**config.mk**
```make
export PLATFORM = sky130hd
export DESIGN_NAME = bpet_cell
export DESIGN_NICKNAME = d
export VERILOG_FILES = /design/src/rtl/core/bpet_pkg.sv /design/src/rtl/core/bpet_cell.sv
export SDC_FILE = /design/constraint.sdc
export NUM_CORES = 1
export LEC_CHECK = 0
export BUFFER_PORTS_ARGS = -buffer_cell sky130_fd_sc_hd__buf_2
export CELL_PAD_IN_SITES_DETAIL_PLACEMENT = 0
export CELL_PAD_IN_SITES_GLOBAL_PLACEMENT = 2
export CORE_ASPECT_RATIO = 0.5
export CORE_MARGIN = 1
export CORE_UTILIZATION = 27
export CTS_BUF_LIST = sky130_fd_sc_hd__clkbuf_8 sky130_fd_sc_hd__clkbuf_16
export DETAILED_ROUTE_END_ITERATION = 10
export PLACE_DENSITY = 0.88
export SYNTH_ARGS = -nofsm -noshare
export SYNTH_HDL_FRONTEND = slang
export SYNTH_SLANG_ARGS = --single-unit
```
**constraint.sdc**
```tcl
create_clock -name clock -period 3.93 [get_ports clock]
set_clock_uncertainty 0.2 [all_clocks]
set_input_delay 0 -clock clock [delete_from_list [all_inputs] [get_ports clock]]
set_output_delay 0 -clock clock [all_outputs]
set_load 0.02 [all_outputs]
```
**src/rtl/core/bpet_pkg.sv**
```systemverilog
`default_nettype none

package bpet_pkg;

   localparam int ID_W            = 32;
   localparam int OP_W            = 3;
   localparam int COUNT_W         = 7;
   localparam int TABLE_DEPTH_DEF = 64;

   // Cells are grouped by eight for the removal recount.
   localparam int GRP_SIZE = 8;
   localparam int GCNT_W   = 4;

   typedef enum logic [OP_W-1:0] {
      OP_ADD_PAIR    = 3'd0,
      OP_REMOVE_PAIR = 3'd1,
      OP_TEST_PAIR   = 3'd2,
      OP_REMOVE_BODY = 3'd3,
      OP_CLEAR       = 3'd4,
      OP_TEST_BODY   = 3'd5,
      OP_LIST        = 3'd6
   } op_type;

   typedef enum logic [2:0] {
      ST_IDLE,
      ST_MATCH,
      ST_APPLY,
      ST_RECOUNT,
      ST_LIST
   } state_type;

   // Broadcast controls from the sequencer to every cell of the ring.
   typedef struct packed {
      logic match_en;
      logic rotate;
      logic write_en;
      logic kill_pair;
      logic kill_body;
      logic clear_all;
   } cell_ctl_type;

endpackage : bpet_pkg

`default_nettype wire

```
**src/rtl/core/bpet_cell.sv**
```systemverilog
`default_nettype none

// One table entry. It compares itself against the broadcast key, and during
// a listing pass it takes the entry of its upper neighbor.
module bpet_cell (
   input  wire logic                         clock,
   input  wire logic                         reset,
   input  wire bpet_pkg::cell_ctl_type       ctl,
   input  wire logic                         write_sel,
   input  wire logic [bpet_pkg::ID_W-1:0]    key_lo,
   input  wire logic [bpet_pkg::ID_W-1:0]    key_hi,
   input  wire logic [bpet_pkg::ID_W-1:0]    body,
   input  wire logic                         nb_valid,
   input  wire logic [bpet_pkg::ID_W-1:0]    nb_lo,
   input  wire logic [bpet_pkg::ID_W-1:0]    nb_hi,
   output      logic                         entry_valid,
   output      logic [bpet_pkg::ID_W-1:0]    entry_lo,
   output      logic [bpet_pkg::ID_W-1:0]    entry_hi,
   output      logic                         pair_hit,
   output      logic                         body_hit
);

   logic                      valid_ff, valid_in;
   logic [bpet_pkg::ID_W-1:0] lo_ff, lo_in;
   logic [bpet_pkg::ID_W-1:0] hi_ff, hi_in;
   logic                      pair_hit_ff, pair_hit_in;
   logic                      body_hit_ff, body_hit_in;

   always_comb begin
      valid_in    = valid_ff;
      lo_in       = lo_ff;
      hi_in       = hi_ff;
      pair_hit_in = pair_hit_ff;
      body_hit_in = body_hit_ff;
      if (ctl.match_en) begin
         pair_hit_in = valid_ff && (lo_ff == key_lo) && (hi_ff == key_hi);
         body_hit_in = valid_ff && ((lo_ff == body) || (hi_ff == body));
      end
      priority if (ctl.clear_all) begin
         valid_in = 1'b0;
      end else if (ctl.rotate) begin
         valid_in = nb_valid;
         lo_in    = nb_lo;
         hi_in    = nb_hi;
      end else if (ctl.write_en && write_sel) begin
         valid_in = 1'b1;
         lo_in    = key_lo;
         hi_in    = key_hi;
      end else if ((ctl.kill_pair && pair_hit_ff) || (ctl.kill_body && body_hit_ff)) begin
         valid_in = 1'b0;
      end else begin
         valid_in = valid_ff;
      end
   end

   always_ff @(posedge clock) begin
      if (reset) begin
         valid_ff    <= 1'b0;
         pair_hit_ff <= 1'b0;
         body_hit_ff <= 1'b0;
      end else begin
         valid_ff    <= valid_in;
         pair_hit_ff <= pair_hit_in;
         body_hit_ff <= body_hit_in;
      end
   end

   always_ff @(posedge clock) begin
      lo_ff <= lo_in;
      hi_ff <= hi_in;
   end

   assign entry_valid = valid_ff;
   assign entry_lo    = lo_ff;
   assign entry_hi    = hi_ff;
   assign pair_hit    = pair_hit_ff;
   assign body_hit    = body_hit_ff;

endmodule : bpet_cell

`default_nettype wire

```
* After elaboration in Yosys (flattened, before gate mapping) *
Index checks and enable logic that the tools add are counted.

word-level totals
  register bits = 67
  output and inout bits = 67
  logic and storage cells = 29
  input bits = 170

cells by class
  reduce and logical (&&, ||, !) cells = 12
  mux-type cells = 7
  bitwise operators = 1
  eq/ne operators = 4

operators with widths
  cell               number
  $eq 32x32->1       4
  $mux 32            4
  $logic_and 1x1->1  6
  $mux 1             3
  $reduce_bool 3->1  1
  $logic_or 1x1->1   2
  $reduce_and 2->1   1
  $reduce_bool 2->1  1
  $reduce_or 2->1    1
  $not 1->1          1

* Longest topological paths before layout *
  depth after elaboration = 5
  depth in mapped cells = 5
  gate-level depth less buffers = 5

* Worst setup path after synthesis *
Ideal clock, no wire load.

  path type = input-to-reg
  from = in ctl[4] in the netlist's numbering
  to = reg hi_ff (netlist bit entry_hi[0]), enable pin
  slack = 327 ps
  arrival = 2917 ps
  stages = 3
  setup time = 486 ps
  data required time = 3244 ps
  buffers on the path = 1
  cells stage by stage = buf_2 > a21oi_1 > nor2_1

between the ends
  word-level cells in the longest chain between the ends = 2

RTL lines
  what                                line             text
  start: declaration                  bpet_cell.sv:8   input wire bpet_pkg::cell_ctl_type ctl,
  $reduce_bool 2->1 (no source line)  --
  $reduce_and 2->1 (no source line)   --
  end signal: assignment              bpet_cell.sv:70  hi_ff <= hi_in;
  end: declaration                    bpet_cell.sv:25  logic [bpet_pkg::ID_W-1:0] hi_ff, hi_in;

Every way passes these cells.
A chain may end at the register's enable or synchronous reset.

* Worst setup path in the final report *
  from = reg hi_ff (netlist bit entry_hi[22])
  to = reg pair_hit_ff, in the netlist pair_hit

between the ends
  word-level cells in the longest chain between the ends = 2

RTL lines
  what                    line             text
  $eq 32x32->1            bpet_cell.sv:36  pair_hit_in = valid_ff && (lo_ff == key_lo) && (hi_ff == key_hi);
  $logic_and 1x1->1       bpet_cell.sv:36
  end signal: assignment  bpet_cell.sv:63  pair_hit_ff <= pair_hit_in;
  end: declaration        bpet_cell.sv:26  logic pair_hit_ff, pair_hit_in;

Every way passes these cells.

==> results.tsv <==
stage	metric	value	unit
outcome	outcome	complete, no violations	
layout	final core occ	48.78	%
global_routing	total global-route track usage	20.46	%
synth	Syn Nets	496	
timing	setup violators final	0	
place	quantity of I/O buffers inserted on ports	236	
place	Final HPWL DP	12.31	mm
synth	ys flop type	edfxtp_1	
routing	Avg WL per Cell	17.99	µm
clocking	maximum root-to-sink buffer count	2	
floorplan	Starting Density	28.38	%
place	Post-Place Setup Slack	1812	ps
job	MaxCap Viol Count	0	
setup_path	Setup crit start kind	flip-flop	
routing	final WL	16.24	mm
clocking	clock-pin transition on the worst setup and hold timing paths	60	ps
global_routing	largest net degree at the start of global routing	65	
pwr	pwr/cell area	332.0	mW/mm²
synth	cell taking the most area after synthesis	edfxtp_1	
pwr	total power	2.399	mW
timing	Final Hold Viols	0	
synth	Cells after Synth	326	
global_routing	vias in the first global route	4324	
routing	routed vias/inst	4.487	
timing	Max Freq	380.0	MHz
synth	Async SR Flop Fraction	0	%
routing	Iteration-0 DRC Markers	155	
synth	EDFF count, synth	64	
clocking	Post-CTS Setup Inserts	0	
place	Cells after DPL	755	
timing	Rel. slew slack	38.29	%
floorplan	core area	0.01482	mm²
synth	Cell Area, Synth	0.004205	mm²
layout	post-route cell area	0.007227	mm²
routing	Vias	4052	
synth	top cell type's share of synthesized area	45.70	%
timing	Worst Max-Slew Pin Slew	925.7	ps
synth	Seq/Total Area, Yosys	47.13	%
setup_path	Worst EP required	4010	ps
synth	ranking of synthesized cells by area	edfxtp_1, mux2_2, xor2_1	
layout	diode count	0	
clocking	worst skew pair latency	330	ps
clocking	clock sinks	67	
synth	mean post-synth cell area	12.90	µm²
clocking	Root Buffer	clkbuf_16	
timing	fin crit period	2631	ps
layout	Final Net Count	870	
pwr	Max IR drop VDD	0.0001870	V
timing	RSZ-0062 raised after global routing	no	
floorplan	io pins	237	
setup_path	critical path peak fanout	3	
place	GPL Wtd Cong	0.8648	
layout	Area Growth Syn to Fin	71.85	%
clocking	TritonCTS clock tree	built	
place	Post-DP Area	0.005622	mm²
routing	Initial DRT Pass Iterations	4	
setup_path	Setup CP Type	flip-flop to flip-flop	
setup_path	Arr. time, crit path	2710	ps
floorplan	Rows	31	
floorplan	Die Ht	90.25	µm
setup_path	CP max-delay cell	nor4_1	
timing	Hold Slack	240.4	ps
layout	fin cells	903	
layout	share of layout cells above drive strength 1	44.82	%
timing	setup ws final	1299	ps
pwr	P_leak	3.008	nW
synth	Synth top cells by count	xor2_1, edfxtp_1, mux2_2	
clocking	cts bufs inserted	9	
floorplan	Die Width	178.5	µm
global_routing	gr ovfl total	0	
setup_path	Largest stage delay, worst path	600	ps
floorplan	die area	0.01611	mm²
timing	max-slew violations	0	
timing	fin crit share	66.96	%
synth	Distinct cells, synth	25	
setup_path	Critical Path End Type	flip-flop	
setup_path	worst-path cell chain	xnor2_1 -> nand4_1 -> nor4_1 -> nand3_1 -> o21ai_1 -> dlygate4sd3_1	
synth	most frequent cell after synthesis	xor2_1	
global_routing	first-pass GRT wire length	24.16	mm
clocking	htree depth	3	
synth	yosys warns	0	
global_routing	initial antenna violation count	0	
timing	Setup TNS	0	ps
worst_hold_path	min-delay worst type	input pin to flip-flop	
routing	# DRC	0	
synth	Synth Register Bits	67	
routing	Post-DRT Antenna Nets	0	
state kept, by name, summed over array words and instances (netlist names):
register and count:
entry_lo 32, entry_valid 1, pair_hit 1, body_hit 1, entry_hi 32
kinds of logic after synthesis:
| kind of cell | Yosys count | synth area share, % |
|---|---|---|
| buffers and inverters | 10 | 1.101 |
| AOI/OAI and AO/OA | 10 | 1.725 |
| muxes | 63 | 16.87 |
| and+or+nand+nor | 52 | 7.349 |
| DFF | 67 | 47.13 |
| xor gates and xnor gates | 124 | 25.83 |
layout by cell type, fill, tap and decap left out, types with 2 or more instances in the layout:
| cell type | instances |
|---|---|
| clkinv_2 | 2 |
| dlygate4sd3_1 | 132 |
| o22ai_1 | 2 |
| clkbuf_16 | 9 |
| nand2_1 | 3 |
| xnor2_1 | 50 |
| nand3_1 | 2 |
| nor2_1 | 2 |
| inv_1 | 3 |
| clkinv_1 | 3 |
| buf_2 | 236 |
| mux2_2 | 63 |
| nand2b_1 | 3 |
| xor2_1 | 74 |
| nand4_1 | 17 |
| dfxtp_1 | 3 |
| nor4_1 | 21 |
| edfxtp_1 | 64 |
| buf_4 | 2 |
where the power goes:
group | internal (mW) | switching (mW)
Clock | 0.482 | 0.315
Sequential | 0.864 | 0.0759
Combinational | 0.349 | 0.313
critical path, delay by kind of cell, from the launching register on:
kind	cells	cell delay (ps)
AOI/OAI and AO/OA	1	150
buffers and inverters	1	550
and+or+nand+nor	3	900
DFF	1	430
xor gates and xnor gates	1	350
area by class of cell:
class                           count  area, µm²
Fill cell                        1382       7590
Timing Repair Buffer              370       2517
Multi-Input combinational cell    249       2185
Sequential cell                    67       1982
Tap cell                          198      247.7
Clock buffer                        9      225.2
Clock inverter                      7      58.81
Inverter                            3      11.26
routing by layer:
layer | wire length [µm] | GRT usage, %
met1 | 6875 | 25.62
met2 | 8080 | 34.56
met3 | 859 | 4.442
met4 | 425 | 6.992
met5 | 0 | 0
worst paths after layout:
check	startpoint	endpoint	slack, ps	depth (start not counted)
max reg2reg	entry_hi[22]	pair_hit	1300	6
min reg2reg	body_hit	body_hit	360	1
min	ctl[0]	entry_valid	240	3
max	entry_hi[22]	pair_hit	1300	6
timing repair:
item                      in CTS  in global routing
hold buffers                 132                  0
gates resized for setup        0                  0
hold endpoints to repair      67                  0
No activity file was read; power rests on OpenSTA's default activity.
